File: config.mk
export PLATFORM = sky130hd
export DESIGN_NAME = round_robin_task_scheduler
export DESIGN_NICKNAME = d
export VERILOG_FILES = /design/src/rtl/rrts_pkg.sv /design/src/rtl/round_robin_task_scheduler.sv /design/src/rtl/rrts_pick.sv
export SDC_FILE = /design/constraint.sdc
export NUM_CORES = 1
export LEC_CHECK = 0
export ABC_AREA = 1
export BUFFER_PORTS_ARGS = -buffer_cell sky130_fd_sc_hd__buf_2
export CORE_MARGIN = 2
export CORE_UTILIZATION = 34
export CTS_BUF_LIST = sky130_fd_sc_hd__clkbuf_2 sky130_fd_sc_hd__clkbuf_4 sky130_fd_sc_hd__clkbuf_8
export CTS_CLUSTER_DIAMETER = 30
export DETAILED_ROUTE_END_ITERATION = 10
export PLACE_DENSITY_LB_ADDON = 0.1
export SLEW_MARGIN = 10
export SYNTH_ARGS = -nofsm -noshare
export SYNTH_HDL_FRONTEND = slang
export SYNTH_SLANG_ARGS = --single-unit
File: constraint.sdc
create_clock -name clk -period 3.4 [get_ports clk]
set_clock_uncertainty 0.2 [all_clocks]
set_input_delay 0.51 -clock clk [delete_from_list [all_inputs] [get_ports clk]]
set_output_delay 0.51 -clock clk [all_outputs]
set_load 0.02 [all_outputs]
File: src/rtl/rrts_pkg.sv
package rrts_pkg;

    localparam int TASK_COUNT = 8;
    localparam int IDX_W      = $clog2(TASK_COUNT);
    localparam int TICK_W     = 32;
    localparam int RUN_W      = 3;
    localparam int MASK_W     = 8;

    localparam int IN_DATA_W  = 32;
    localparam int IN_USER_W  = 1;
    localparam int OUT_DATA_W = 48;

    typedef logic [IDX_W-1:0]      task_idx_t;
    typedef logic [TASK_COUNT-1:0] task_vec_t;
    typedef logic [TICK_W-1:0]     tick_t;

    typedef enum logic [IN_USER_W-1:0] {
        OP_TICK  = 1'b0,
        OP_DELAY = 1'b1
    } op_t;

endpackage

File: src/rtl/round_robin_task_scheduler.sv
// Channel   Dir  Fields (tdata / tuser, lowest bit first)
// s_axis    in   tuser: operation (0 tick, 1 delay); tdata: delay_ticks[31:0]
// m_axis    out  tdata: running_task[2:0], ready_mask[7:0], tick_now[31:0], 5 zero bits
//
// One event per cycle sustained while m_axis is not stalled. An event is held in an
// input register, then settled in one pass (parallel wake compares, one wrap-around
// add, rotating priority pick) into the scheduler state, which offers the result word.
// The scheduler state itself serves as the result register: it only moves when
// the result slot is empty or being taken, so a stalled m_axis holds everything.
// Reset: all tasks ready, tick count zero, task 1 current, no word pending.
module round_robin_task_scheduler (
    input  logic                            clk,
    input  logic                            rst_n,
    input  logic                            s_axis_tvalid,
    output logic                            s_axis_tready,
    input  logic [rrts_pkg::IN_DATA_W-1:0]  s_axis_tdata,   // delay_ticks[31:0]
    input  logic [rrts_pkg::IN_USER_W-1:0]  s_axis_tuser,   // operation
    output logic                            m_axis_tvalid,
    input  logic                            m_axis_tready,
    output logic [rrts_pkg::OUT_DATA_W-1:0] m_axis_tdata    // running_task, ready_mask,
                                                            // tick_now, zero fill
);

    localparam int WIDE_W = (rrts_pkg::IDX_W > rrts_pkg::RUN_W) ?
                            rrts_pkg::IDX_W : rrts_pkg::RUN_W;

    // Input register
    logic                  in_valid_reg;
    rrts_pkg::op_t         in_op_reg;
    rrts_pkg::tick_t       in_delay_reg;

    // Scheduler state, doubling as the result register
    logic                  out_valid_reg;
    rrts_pkg::task_vec_t   blocked_reg;
    rrts_pkg::task_vec_t   blocked_next;
    rrts_pkg::tick_t       tick_reg;
    rrts_pkg::tick_t       tick_next;
    rrts_pkg::task_idx_t   current_reg;
    rrts_pkg::task_idx_t   current_next;
    rrts_pkg::tick_t       wake_reg [rrts_pkg::TASK_COUNT];
    rrts_pkg::tick_t       wake_value;
    logic                  wake_write;

    logic                  advance;
    rrts_pkg::tick_t       tick_inc;
    rrts_pkg::task_vec_t   ready_vec;
    rrts_pkg::task_idx_t   chosen;
    logic                  do_choose;

    logic [WIDE_W-1:0]             run_wide;
    logic [rrts_pkg::RUN_W-1:0]    run_out;
    logic [rrts_pkg::MASK_W-1:0]   mask_out;

    // Settle the held event when the result slot is free or being drained.
    assign advance       = in_valid_reg && (!out_valid_reg || m_axis_tready);
    assign s_axis_tready = !in_valid_reg || advance;

    always_ff @(posedge clk or negedge rst_n)
    begin
        if (!rst_n)
        begin
            in_valid_reg <= 1'b0;
        end
        else if (s_axis_tready)
        begin
            in_valid_reg <= s_axis_tvalid;
        end
    end

    always_ff @(posedge clk)
    begin
        if (s_axis_tready && s_axis_tvalid)
        begin
            in_op_reg    <= rrts_pkg::op_t'(s_axis_tuser);
            in_delay_reg <= s_axis_tdata;
        end
    end

    // Event evaluation
    assign tick_inc = tick_reg + rrts_pkg::TICK_W'(1);

    always_comb
    begin
        blocked_next = blocked_reg;
        tick_next    = tick_reg;
        wake_write   = 1'b0;
        wake_value   = tick_reg + in_delay_reg;
        do_choose    = 1'b0;
        case (in_op_reg)
            rrts_pkg::OP_TICK:
            begin
                tick_next = tick_inc;
                for (int i = 1; i < rrts_pkg::TASK_COUNT; i++)
                begin
                    if (blocked_reg[i] && wake_reg[i] == tick_inc)
                    begin
                        blocked_next[i] = 1'b0;
                    end
                end
                do_choose = 1'b1;
            end
            default:
            begin
                // Delay from idle leaves everything as it is.
                if (current_reg != '0)
                begin
                    wake_write                = 1'b1;
                    blocked_next[current_reg] = 1'b1;
                    do_choose                 = 1'b1;
                end
            end
        endcase
        blocked_next[0] = 1'b0;
        ready_vec       = ~blocked_next;
    end

    rrts_pick u_pick (
        .current (current_reg),
        .ready   (ready_vec),
        .chosen  (chosen)
    );

    assign current_next = do_choose ? chosen : current_reg;

    always_ff @(posedge clk or negedge rst_n)
    begin
        if (!rst_n)
        begin
            out_valid_reg <= 1'b0;
            blocked_reg   <= '0;
            tick_reg      <= '0;
            current_reg   <= rrts_pkg::IDX_W'(1);
        end
        else
        begin
            if (advance)
            begin
                out_valid_reg <= 1'b1;
                blocked_reg   <= blocked_next;
                tick_reg      <= tick_next;
                current_reg   <= current_next;
            end
            else if (m_axis_tready)
            begin
                out_valid_reg <= 1'b0;
            end
        end
    end

    // Wake ticks are only compared while the task is blocked, which needs a write first.
    always_ff @(posedge clk)
    begin
        if (advance && wake_write)
        begin
            wake_reg[current_reg] <= wake_value;
        end
    end

    // Result word
    assign run_wide = WIDE_W'(current_reg);
    assign run_out  = run_wide[rrts_pkg::RUN_W-1:0];

    always_comb
    begin
        mask_out = '0;
        for (int i = 0; i < rrts_pkg::MASK_W; i++)
        begin
            if (i < rrts_pkg::TASK_COUNT)
            begin
                mask_out[i] = (i == 0) || !blocked_reg[i % rrts_pkg::TASK_COUNT];
            end
        end
    end

    assign m_axis_tvalid = out_valid_reg;
    assign m_axis_tdata  = rrts_pkg::OUT_DATA_W'({tick_reg, mask_out, run_out});

endmodule

File: src/rtl/rrts_pick.sv
// Round-robin: first ready user task after current (itself last), else idle.
module rrts_pick (
    input  rrts_pkg::task_idx_t current,
    input  rrts_pkg::task_vec_t ready,
    output rrts_pkg::task_idx_t chosen
);

    localparam int SUM_W = rrts_pkg::IDX_W + 1;

    logic [SUM_W-1:0] sum;
    logic [SUM_W-1:0] cand;

    // Walk from farthest to nearest so the nearest ready task wins.
    always_comb
    begin
        chosen = '0;
        sum    = '0;
        cand   = '0;
        for (int k = rrts_pkg::TASK_COUNT; k >= 1; k--)
        begin
            sum = SUM_W'(current) + SUM_W'(k);
            if (sum >= SUM_W'(rrts_pkg::TASK_COUNT))
            begin
                cand = sum - SUM_W'(rrts_pkg::TASK_COUNT);
            end
            else
            begin
                cand = sum;
            end
            if (cand != '0 && ready[cand[rrts_pkg::IDX_W-1:0]])
            begin
                chosen = cand[rrts_pkg::IDX_W-1:0];
            end
        end
    end

endmodule
**Word level (Yosys, flattened, before mapping)**

Memories as Yosys holds them, arrays and structs flattened.
Index checks and enable logic that the tools add are counted.

- Register bits: 77
- ROM bits: 0
- Logic and storage cells: 146
- Bits in latches: 0
- Memories kept: 1
- Input bits: 37
- Output and inout bits: 50
- Bits in writable memories: 256

- Reduce and logical (&&, ||, !) cells: 42
- $lt $le $gt $ge: 18
- Bitwise gates (word level): 3
- Multipliers: 0
- Divide/modulo/power cells: 0
- Shift operators: 0
- Equality and inequality tests: 7
- Multiplexer cells: 50
- Add/subtract/negate cells: 18

Memories:

| name | depth | width | rd ports | clocked after Yosys merged registers in | write ports | RTL line | RTL |
|---|---|---|---|---|---|---|---|
| wake_reg | 8 | 32 | 7 | 0 | 1 | round_robin_task_scheduler.sv:40 | `rrts_pkg::tick_t wake_reg [rrts_pkg::TASK_COUNT];` |

Operators with widths:

| kind | number |
|---|---|
| == test 32 bit | 7 |
| < comparator 3 x 4 -> 1 bit (second input constant) | 9 |
| adder 32 x 1 -> 32 bit (second input constant) | 1 |
| adder 32 bit | 1 |
| greater-or-equal comparator 4 bit (second input constant) | 8 |
| 2-to-1 mux 4 bit | 8 |
| nonzero test 4 bit | 8 |
| subtractor 4 bit (second input constant) | 8 |
| binary-select mux 1 bit (select 3 bit) | 8 |
| 2-to-1 mux 3 bit | 8 |
| 2-to-1 mux 1 bit | 23 |
| logical AND 1 bit | 19 |
| adder 3 x 3 -> 4 bit (second input constant) | 4 |
| logical NOT 1 bit | 9 |
| adder 3 x 2 -> 4 bit (second input constant) | 2 |
| 2-to-1 mux 8 bit | 1 |
| NOT 8 bit | 1 |
| bitwise OR 8 bit | 1 |
| 2-to-1 mux 7 bit | 1 |
| adder 3 x 1 -> 4 bit (second input constant) | 1 |
| adder 3 x 4 -> 4 bit (second input constant) | 1 |
| AND reduction 2 bit | 2 |
| demux 1 bit (select 3 bit) | 1 |
| greater-or-equal comparator 3 x 1 -> 1 bit (second input constant) | 1 |
| other kinds (4) | 5 |

**Longest topological paths before layout**

Gate-level depths: netlist of the first run.

- Depth in word-level cells: 19
- Depth in mapped cells: 31
- Gate-level depth less buffers: 31

**Modules after synthesis**

Synthesis of the first run repeated with hierarchy kept, for this count alone.

- Cell total of the unflattened synthesis: 2032
- Area, all modules: 17327.9 um^2

By module, submodules not included:

| module | instances | cells each | area an instance (um^2) | sequential area each (um^2) |
|---|---|---|---|---|
| round_robin_task_scheduler | 1 | 1882 | 16415.7 | 8819.7 |
| rrts_pick | 1 | 150 | 912.1 | 0.0 |

**Worst setup path before layout of the first run**

OpenSTA, ideal clock, no wires.

- Path type: reg2reg
- From: reg tick_reg[0]
- To: mem wake_reg[1][30] (netlist name) (data pin)
- Required time: 2.988 ns
- Clock period less this slack: 3.776 ns
- Setup time: 0.212 ns
- Stages on the path, launching flop included: 24
- Buffers on the path: 0
- Path slack: -0.376 ns
- Arrival time: 3.364 ns
- Cells stage by stage: dfrtp_1 -> ha_1 -> inv_1 -> fa_1 -> nor3_1 -> nor2_1 -> o21ai_0 -> nand3_1 -> nand2_1 -> nand2_1 -> nand2_1 -> nand2_1 -> nand2_1 -> nand2_1 -> nand2_1 -> a21oi_1 -> inv_1 -> nand2_1 -> nand3_1 -> inv_1 -> o21ai_0 -> inv_1 -> o31ai_1 -> xor2_1

- Word-level cells in the longest chain between the ends: 1

Ends and longest elaborated chain:

| element | RTL line | RTL |
|---|---|---|
| from (decl) | round_robin_task_scheduler.sv:36 | `rrts_pkg::tick_t tick_reg;` |
| from (signal assigned) | round_robin_task_scheduler.sv:140 | `tick_reg <= tick_next;` |
| adder 32 bit | round_robin_task_scheduler.sv:87 | `wake_value = tick_reg + in_delay_reg;` |
| named net wake_value[30] | round_robin_task_scheduler.sv:41 | `rrts_pkg::tick_t wake_value;` |
| to (decl) | round_robin_task_scheduler.sv:40 |  |

The timed path passes the listed nets, and every way through them passes these cells.

**Final worst setup path of the first run**

- From: reg tick_reg[0]
- To: reg current_reg[0]

- Word-level cells in the longest chain between the ends: 17

Ends and longest elaborated chain:

| element | RTL line | RTL |
|---|---|---|
| adder 32 x 1 -> 32 bit * | round_robin_task_scheduler.sv:80 | `assign tick_inc = tick_reg + rrts_pkg::TICK_W'(1);` |
| == test 32 bit | round_robin_task_scheduler.sv:95 | `if (blocked_reg[i] && wake_reg[i] == tick_inc)` |
| logical AND 1 bit | round_robin_task_scheduler.sv:95 |  |
| 2-to-1 mux 1 bit | round_robin_task_scheduler.sv:95 |  |
| 2-to-1 mux 7 bit * | round_robin_task_scheduler.sv:89 | `case (in_op_reg)` |
| NOT 8 bit * | round_robin_task_scheduler.sv:114 | `ready_vec = ~blocked_next;` |
| binary-select mux 1 bit (select 3 bit) | rrts_pick.sv:30 | `if (cand != '0 && ready[cand[rrts_pkg::IDX_W-1:0]])` |
| 2-to-1 mux 1 bit (not written as such) | rrts_pick.sv:30 |  |
| logical AND 1 bit | rrts_pick.sv:30 |  |
| 2-to-1 mux 3 bit (7 in a row) | rrts_pick.sv:30 |  |
| 2-to-1 mux 3 bit * | rrts_pick.sv:30 |  |
| to (signal assigned) | round_robin_task_scheduler.sv:132 | `current_reg <= rrts_pkg::IDX_W'(1);` |
| to (signal assigned) | round_robin_task_scheduler.sv:141 | `current_reg <= current_next;` |
| to (decl) | round_robin_task_scheduler.sv:38 | `rrts_pkg::task_idx_t current_reg;` |

Every way passes the cells marked *; elsewhere a longest branch is shown, timed or not. The select of a mux whose other input is x is not followed.
A chain may end at the register's enable or synchronous reset.

==> impl_metrics.csv, run 1 <==
group,metric,value,unit
outcome,status,"finished with violations",
outcome,violated_checks,"setup timing",
cts,cts_inserted_buffers,88,
finish,layout.nets,2575,
route,postRouteAntennaNets,0,
synth,netlist_top_cells_area,"sky130_fd_sc_hd__edfxtp_1 (46%), sky130_fd_sc_hd__nand2_1 (15%), sky130_fd_sc_hd__dfrtp_1 (6.4%)",
cts,htreeDepth,3,
synth,synth-seq-area-share,0.524,
route,detail_route.first_pass.iterations,7,
global_routing,grt_first_pass_wirelength,88.1,mm
finish,area_growth_from_synthesis_to_layout,45.3,%
worst_setup_path,arrival,4150,ps
timing,tightestPinTransition,935,ps
worst_setup_path,path_common_cell,"sky130_fd_sc_hd__nand2_2",
place,place_area,20500,um^2
route,finalWirelength,59.1,mm
worst_setup_path,reg2reg_setup_slack,-400,ps
timing,drv_slew,0,
pwr,power.density,654,nW/um^2
job,max_cap_violations,0,
die,floorplan.die.width,227,um
timing,finalSetupViolations,60,
route,vias,15300,
synth,yosysUniqueCellTypes,47,
timing,final_critical_path_setup_slack,-400,ps
cts,clock_tree.buffer_depth,3,
cts,clock_insertion_delay_worst_skew,660,ps
synth,synth_top_cell_by_area,"sky130_fd_sc_hd__edfxtp_1",
synth,synth-compound-area-share,0.0479,
timing,fmaxAchievable,263,MHz
place,io_buffers,80,
die,floorplan.core_area,49000,um^2
cts,clock_pin_slew_of_the_registers_on_the_worst_case_setup_and_hold_paths,50,ps
place,place.detailed.hpwl,43.8,mm
route,drc,0,
die,chipHeight,227,um
timing,final_min_period_over_clock_period,1.12,
timing,final.min_clock_period,3800,ps
synth,synth-edff-count,257,
worst_setup_path,timing.critical_path.fanout_max,6,
synth,synth_seq_cells,301,
die,fp-row-count,81,
die,floorplan.initialDensity,0.344,
place,place.detailed.instances,2976,
synth,mux_cell_area_share_after_synthesis,0,
synth,synth_largest_type_area_fraction,0.458,
worst_setup_path,rr_worst_depth,27,
global_routing,gr-total-overflow,0,
cts,cts.sink_count,301,
finish,largest_register_ffs,224,
timing,max_slew_margin,0.376,
die,pin_count,87,
synth,synthesis.area,16800,um^2
worst_setup_path,regToRegEndpoint,"current_reg[0]",
hold_path,min_path_type,"input pin to asynchronous set/reset pin",
pwr,power.leakage,11.2,nW
synth,syn_inst,1947,
synth,synth_warnings,0,
finish,antenna_cells_inserted,0,
worst_setup_path,worst_r2r_startpoint,"tick_reg[0]",
synth,avgSynthCellArea,8.65,um^2
finish,stdcell_area,24500,um^2
finish,drive_above_1_share,0.336,
worst_setup_path,slowest_stage,"sky130_fd_sc_hd__dfrtp_2",
route,drt_first_iter_violations,1043,
place,gpl.final_weighted_congestion,0.918,
route,routed_via_density,4.72,
route,wire_length_per_cell,18.3,um
global_routing,antenna_found_initial,1,
die,die_area,51300,um^2
synth,synth_simple_gate_area_frac,0.293,
worst_setup_path,required,3750,ps
synth,synth_top_flop_cell,"sky130_fd_sc_hd__edfxtp_1",
cts,cts_tree,"built",
synth,asyncSetResetFlopFracSynth,0.146,
cts,clk_root_buffer_cell,"sky130_fd_sc_hd__clkbuf_8",
global_routing,grt_pass1_vias,15200,
synth,synth_top_cells_by_count,"sky130_fd_sc_hd__nand2_1 (665), sky130_fd_sc_hd__edfxtp_1 (257), sky130_fd_sc_hd__inv_1 (214), sky130_fd_sc_hd__nor2_1 (193), sky130_fd_sc_hd__nand3_1 (145)",
finish,final-instance-count-excl-fill,3231,
worst_setup_path,end_kind,"flip-flop",
global_routing,grt_use_total,0.235,
global_routing,grt_max_degree,34,
worst_setup_path,type_of_element_launching_the_critical_path,"flip-flop",
timing,rsz0062_at_grt,"yes",
worst_setup_path,path_class,"flip-flop to flip-flop",
synth,yosysMostFrequentCell,"sky130_fd_sc_hd__nand2_1",
pwr,vdd_drop_max,330,uV
synth,dominant_combinational_cell_family_by_area_after_synthesis,"simple AND/OR/NAND/NOR gates",
worst_setup_path,slowest_delay,420,ps
timing,timing_hold_violations_final,0,
synth,synth_fa_ha_area_frac,0.0331,
synth,post_synth_xor_area_fraction,0.0442,
## what timing repair did
item                       in CTS  in global routing
pin swaps                      74                 93
gates cloned                    1                  0
setup endpoints to repair     115                101
gates resized for setup       150                133
setup buffers                  38                 31
hold buffers                   37                  0
hold endpoints to repair       53                  0
## cells in the final DEF, fill, tap and decap left out, types with 40 or more instances in the layout
cell | synthesis | layout
sky130_fd_sc_hd__nand3_1 | 145 | 117
sky130_fd_sc_hd__edfxtp_1 | 257 | 257
sky130_fd_sc_hd__nand2_1 | 665 | 595
sky130_fd_sc_hd__xor2_1 | 60 | 47
sky130_fd_sc_hd__o21ai_0 | 56 | 47
sky130_fd_sc_hd__a21oi_1 | 46 | 40
sky130_fd_sc_hd__buf_2 | 3 | 80
sky130_fd_sc_hd__nor2_1 | 193 | 162
sky130_fd_sc_hd__buf_4 | 7 | 312
sky130_fd_sc_hd__nand2_2 | 37 | 76
sky130_fd_sc_hd__inv_1 | 214 | 208
sky130_fd_sc_hd__clkbuf_8 | 0 | 92
## worst max path at each step
| stage | to | from | cells after the start | slack [ps] |
|---|---|---|---|---|
| floorplan | wake_reg[1][30] | tick_reg[0] | 23 | 10 |
| global placement | wake_reg[1][31] | tick_reg[2] | 20 | -700 |
| detailed placement | wake_reg[1][31] | tick_reg[2] | 20 | -660 |
| CTS | current_reg[1] | tick_reg[1] | 28 | -320 |
| global route | current_reg[2] | tick_reg[1] | 31 | -580 |
| finish | current_reg[0] | tick_reg[0] | 27 | -400 |
## per-layer routing
metal,share of wire,global-route usage
met1,0.44,0.304
met2,0.47,0.386
met3,0.050,0.0441
met4,0.037,0.0978
met5,0.00022,0
## critical path: cells and delay by family (launching register included)
kind / cells / cell delay (ps)
compound gates: 2 / 410
buf+inv: 7 / 810
xor+xnor: 1 / 150
simple gates: 17 / 1740
flops: 1 / 420
## metrics by stage
step / hold WS [ps] / util / total power, mW / setup WS, ps / TNS [ps]
after floorplan: 14.4 / - / 7.46 / 14.1 / 0
after CTS: 228 / 0.485 / 15.5 / -319 / -4570
after global placement: 286 / 0.418 / 9.50 / -702 / -40400
final: 239 / 0.500 / 16.0 / -400 / -11280
after detailed placement: 294 / 0.418 / 9.53 / -663 / -43360
after global routing: 268 / 0.500 / 16.9 / -583 / -20990
## report_power, final
| group | total [mW] | leakage [nW] | switching, mW | internal [mW] |
|---|---|---|---|---|
| Clock | 5.58 | 0.995 | 2.03 | 3.56 |
| Sequential | 4.75 | 2.89 | 0.160 | 4.59 |
| Combinational | 5.67 | 7.29 | 3.37 | 2.30 |
| Total | 16.0 | 11.2 | 5.55 | 10.5 |
## cell families after synthesis
family / Yosys count
AND/OR/NAND/NOR: 1125
flip-flops: 301
XOR/XNOR: 85
buffers and inverters: 246
other: 2
adder cells (fa/ha/maj): 44
AO/OA/AOI/OAI: 144
## layout make-up
cell class	instances	area [um^2]
Tap cell	664	831
Fill cell	4628	24500
Multi-Input combinational cell	1405	8260
Sequential cell	301	8830
Timing Repair Buffer	475	3740
Inverter	223	842
Clock inverter	60	621
Clock buffer	103	1350
No activity file was read; power rests on OpenSTA's default activity.
==> inputs of run 2 (changes only) <==
CORE_MARGIN = not set   (was 2)
==> run 2 against run 1 <==
The flow still finishes with violations (setup timing). Power up 3.1%. Global-route usage up 0.51 points. Core utilization up 0.75 points. Critical path type unchanged. Critical endpoint is now blocked_reg[7]. Largest power group is now clock.
==> impl_metrics.csv, run 2 (same netlist as run 1, synthesis figures left out) <==
group,metric,value,unit
global_routing,antenna_found_initial,1,
global_routing,grt_use_total,0.240,
global_routing,gr-total-overflow,0,
global_routing,grt_max_degree,47,
die,chipHeight,225,um
worst_setup_path,timing.critical_path.fanout_max,6,
timing,timing_hold_violations_final,0,
finish,final_cell_mix,"sky130_fd_sc_hd__nand2_1 (575), sky130_fd_sc_hd__buf_4 (308), sky130_fd_sc_hd__edfxtp_1 (257)",
route,wire_length_per_cell,18.6,um
cts,clock_pin_slew_of_the_registers_on_the_worst_case_setup_and_hold_paths,50,ps
outcome,violated_checks,"setup timing",
timing,final.min_clock_period,3830,ps
finish,area_growth_from_synthesis_to_layout,47.5,%
timing,tightestPinTransition,940,ps
worst_setup_path,path_class,"flip-flop to flip-flop",
route,finalWirelength,60.1,mm
pwr,power.density,664,nW/um^2
hold_path,min_path_type,"flip-flop to flip-flop",
die,pin_count,87,
route,dr.max_layer_used,"met4",
cts,cts.sink_count,301,
global_routing,grt_pass1_vias,15000,
outcome,status,"finished with violations",
timing,whs,293,ps
die,floorplan.core_area,49000,um^2
place,gpl.final_weighted_congestion,0.882,
finish,largest_register_ffs,224,
route,routed-wl-met2,28.1,mm
timing,drv_slew,0,
die,fp-row-count,81,
die,floorplan.initialDensity,0.344,
finish,final_common_cell,"sky130_fd_sc_hd__nand2_1",
die,die_area,50400,um^2
finish,stdcell_area,24800,um^2
timing,final_critical_path_setup_slack,-430,ps
finish,layout.nets,2577,
pwr,vdd_drop_max,367,uV
finish,drive_above_1_share,0.354,
cts,cts_tree,"built",
timing,max_slew_margin,0.372,
place,place_area,20400,um^2
job,max_cap_violations,0,
die,floorplan.die.width,225,um
worst_setup_path,end_kind,"flip-flop",
route,drc,0,
pwr,power.leakage,11.3,nW
pwr,power,16.5,mW
finish,final-instance-count-excl-fill,3233,
route,dr_wl_met3,3.33,mm
place,place.detailed.instances,2970,
global_routing,grt_first_pass_wirelength,88.1,mm
timing,final_min_period_over_clock_period,1.13,
worst_setup_path,type_of_element_launching_the_critical_path,"flip-flop",
place,place.detailed.hpwl,43.9,mm
finish,fillers,4549,
timing,fmaxAchievable,261,MHz
worst_setup_path,required,3720,ps
cts,htreeDepth,3,
place,io_buffers,80,
cts,clk_root_buffer_cell,"sky130_fd_sc_hd__clkbuf_8",
cts,clock_tree.buffer_depth,3,
route,met1Wirelength,26.4,mm
route,vias,15200,
route,drt_first_iter_violations,1038,
route,detail_route.first_pass.iterations,5,
timing,finalSetupViolations,74,
cts,cts_inserted_buffers,86,
timing,rsz0062_at_grt,"yes",
worst_setup_path,arrival,4150,ps
route,routed_via_density,4.69,
finish,ff_latch_area,8830,um^2
finish,multi_input_comb_area,8410,um^2
cts,clock_insertion_delay_worst_skew,670,ps
route,postRouteAntennaNets,0,
timing,timing.setup.tns,-11840,ps
-- run 2: cell count changes in the layout (fill, tap and decap cells not counted), sizes merged --
| cell | before | now |
|---|---|---|
| inv | 222 | 225 |
| clkinvlp | 10 | 4 |
| buf | 438 | 441 |
| bufinv | 12 | 19 |
| clkbuf | 103 | 99 |
| clkinv | 39 | 37 |
| diode | 0 | 1 |
-- run 2: where the power goes --
group	internal [mW]	switching, mW
clock	3.98	2.00
combinational	2.31	3.45
sequential	4.60	0.161
-- run 2: worst paths after layout --
| kind | start | end | slack, ps | cells past startpoint |
|---|---|---|---|---|
| max reg2reg | tick_reg[2] | blocked_reg[7] | -430 | 24 |
| max | tick_reg[2] | blocked_reg[7] | -430 | 24 |
| min in group asynchronous | rst_n | tick_reg[0] | 360 | 3 |
| min reg2reg | blocked_reg[1] | blocked_reg[1] | 290 | 2 |
| min | blocked_reg[1] | blocked_reg[1] | 290 | 2 |
| max in group asynchronous | rst_n | tick_reg[18] | 2010 | 3 |
-- run 2: timing repair --
action,4_1_cts,5_1_grt
setup buffers,46,30
gates resized for setup,160,179
pin swaps,72,106
setup endpoints to repair,94,117
cloned,0,2
hold buffers,37,0
endpoints found under the hold margin,78,0
-- run 2: stage by stage --
| step | utilization | setup slack, ps |
|---|---|---|
| after floorplan | - | 14.1 |
| after global placement | 0.417 | -753 |
| after detailed placement | 0.417 | -774 |
| after CTS | 0.488 | -291 |
| after global routing | 0.507 | -579 |
| final | 0.507 | -430 |
-- run 2: final cells by class --
class / count / share of cell area
antenna: 1 / 0.000101
clock buffer: 98 / 0.0518
clock inverter: 62 / 0.0318
inverter: 223 / 0.0340
multi-input combinational: 1405 / 0.338
sequential: 301 / 0.355
tap: 664 / 0.0334
timing repair buffer: 479 / 0.155
-- run 2: metal layers --
layer	vias up	track usage
met5	-	0
met4	0	0.104
met3	122	0.0478
met2	435	0.390
met1	7120	0.310
li1	7475	-
-- run 2: worst max-delay path, stage by stage (launching register included) --
cell and delay, ps:
sky130_fd_sc_hd__dfrtp_1 370, sky130_fd_sc_hd__buf_6 150, sky130_fd_sc_hd__nand2_4 60, sky130_fd_sc_hd__nor2_4 210, sky130_fd_sc_hd__nand2_4 140, sky130_fd_sc_hd__nor2_4 220, sky130_fd_sc_hd__nand2_2 110, sky130_fd_sc_hd__nand2_1 80
sky130_fd_sc_hd__nand2_1 130, sky130_fd_sc_hd__buf_4 200, sky130_fd_sc_hd__nand2_1 50, sky130_fd_sc_hd__nand2_1 70, sky130_fd_sc_hd__nor2_2 100, sky130_fd_sc_hd__nand2_2 120, sky130_fd_sc_hd__nor2_1 100, sky130_fd_sc_hd__nand4_1 240
sky130_fd_sc_hd__buf_4 220, sky130_fd_sc_hd__buf_4 120, sky130_fd_sc_hd__buf_4 120, sky130_fd_sc_hd__buf_4 120, sky130_fd_sc_hd__buf_4 120, sky130_fd_sc_hd__buf_4 120, sky130_fd_sc_hd__buf_4 130, sky130_fd_sc_hd__a21oi_2 110
sky130_fd_sc_hd__a21oi_1 50
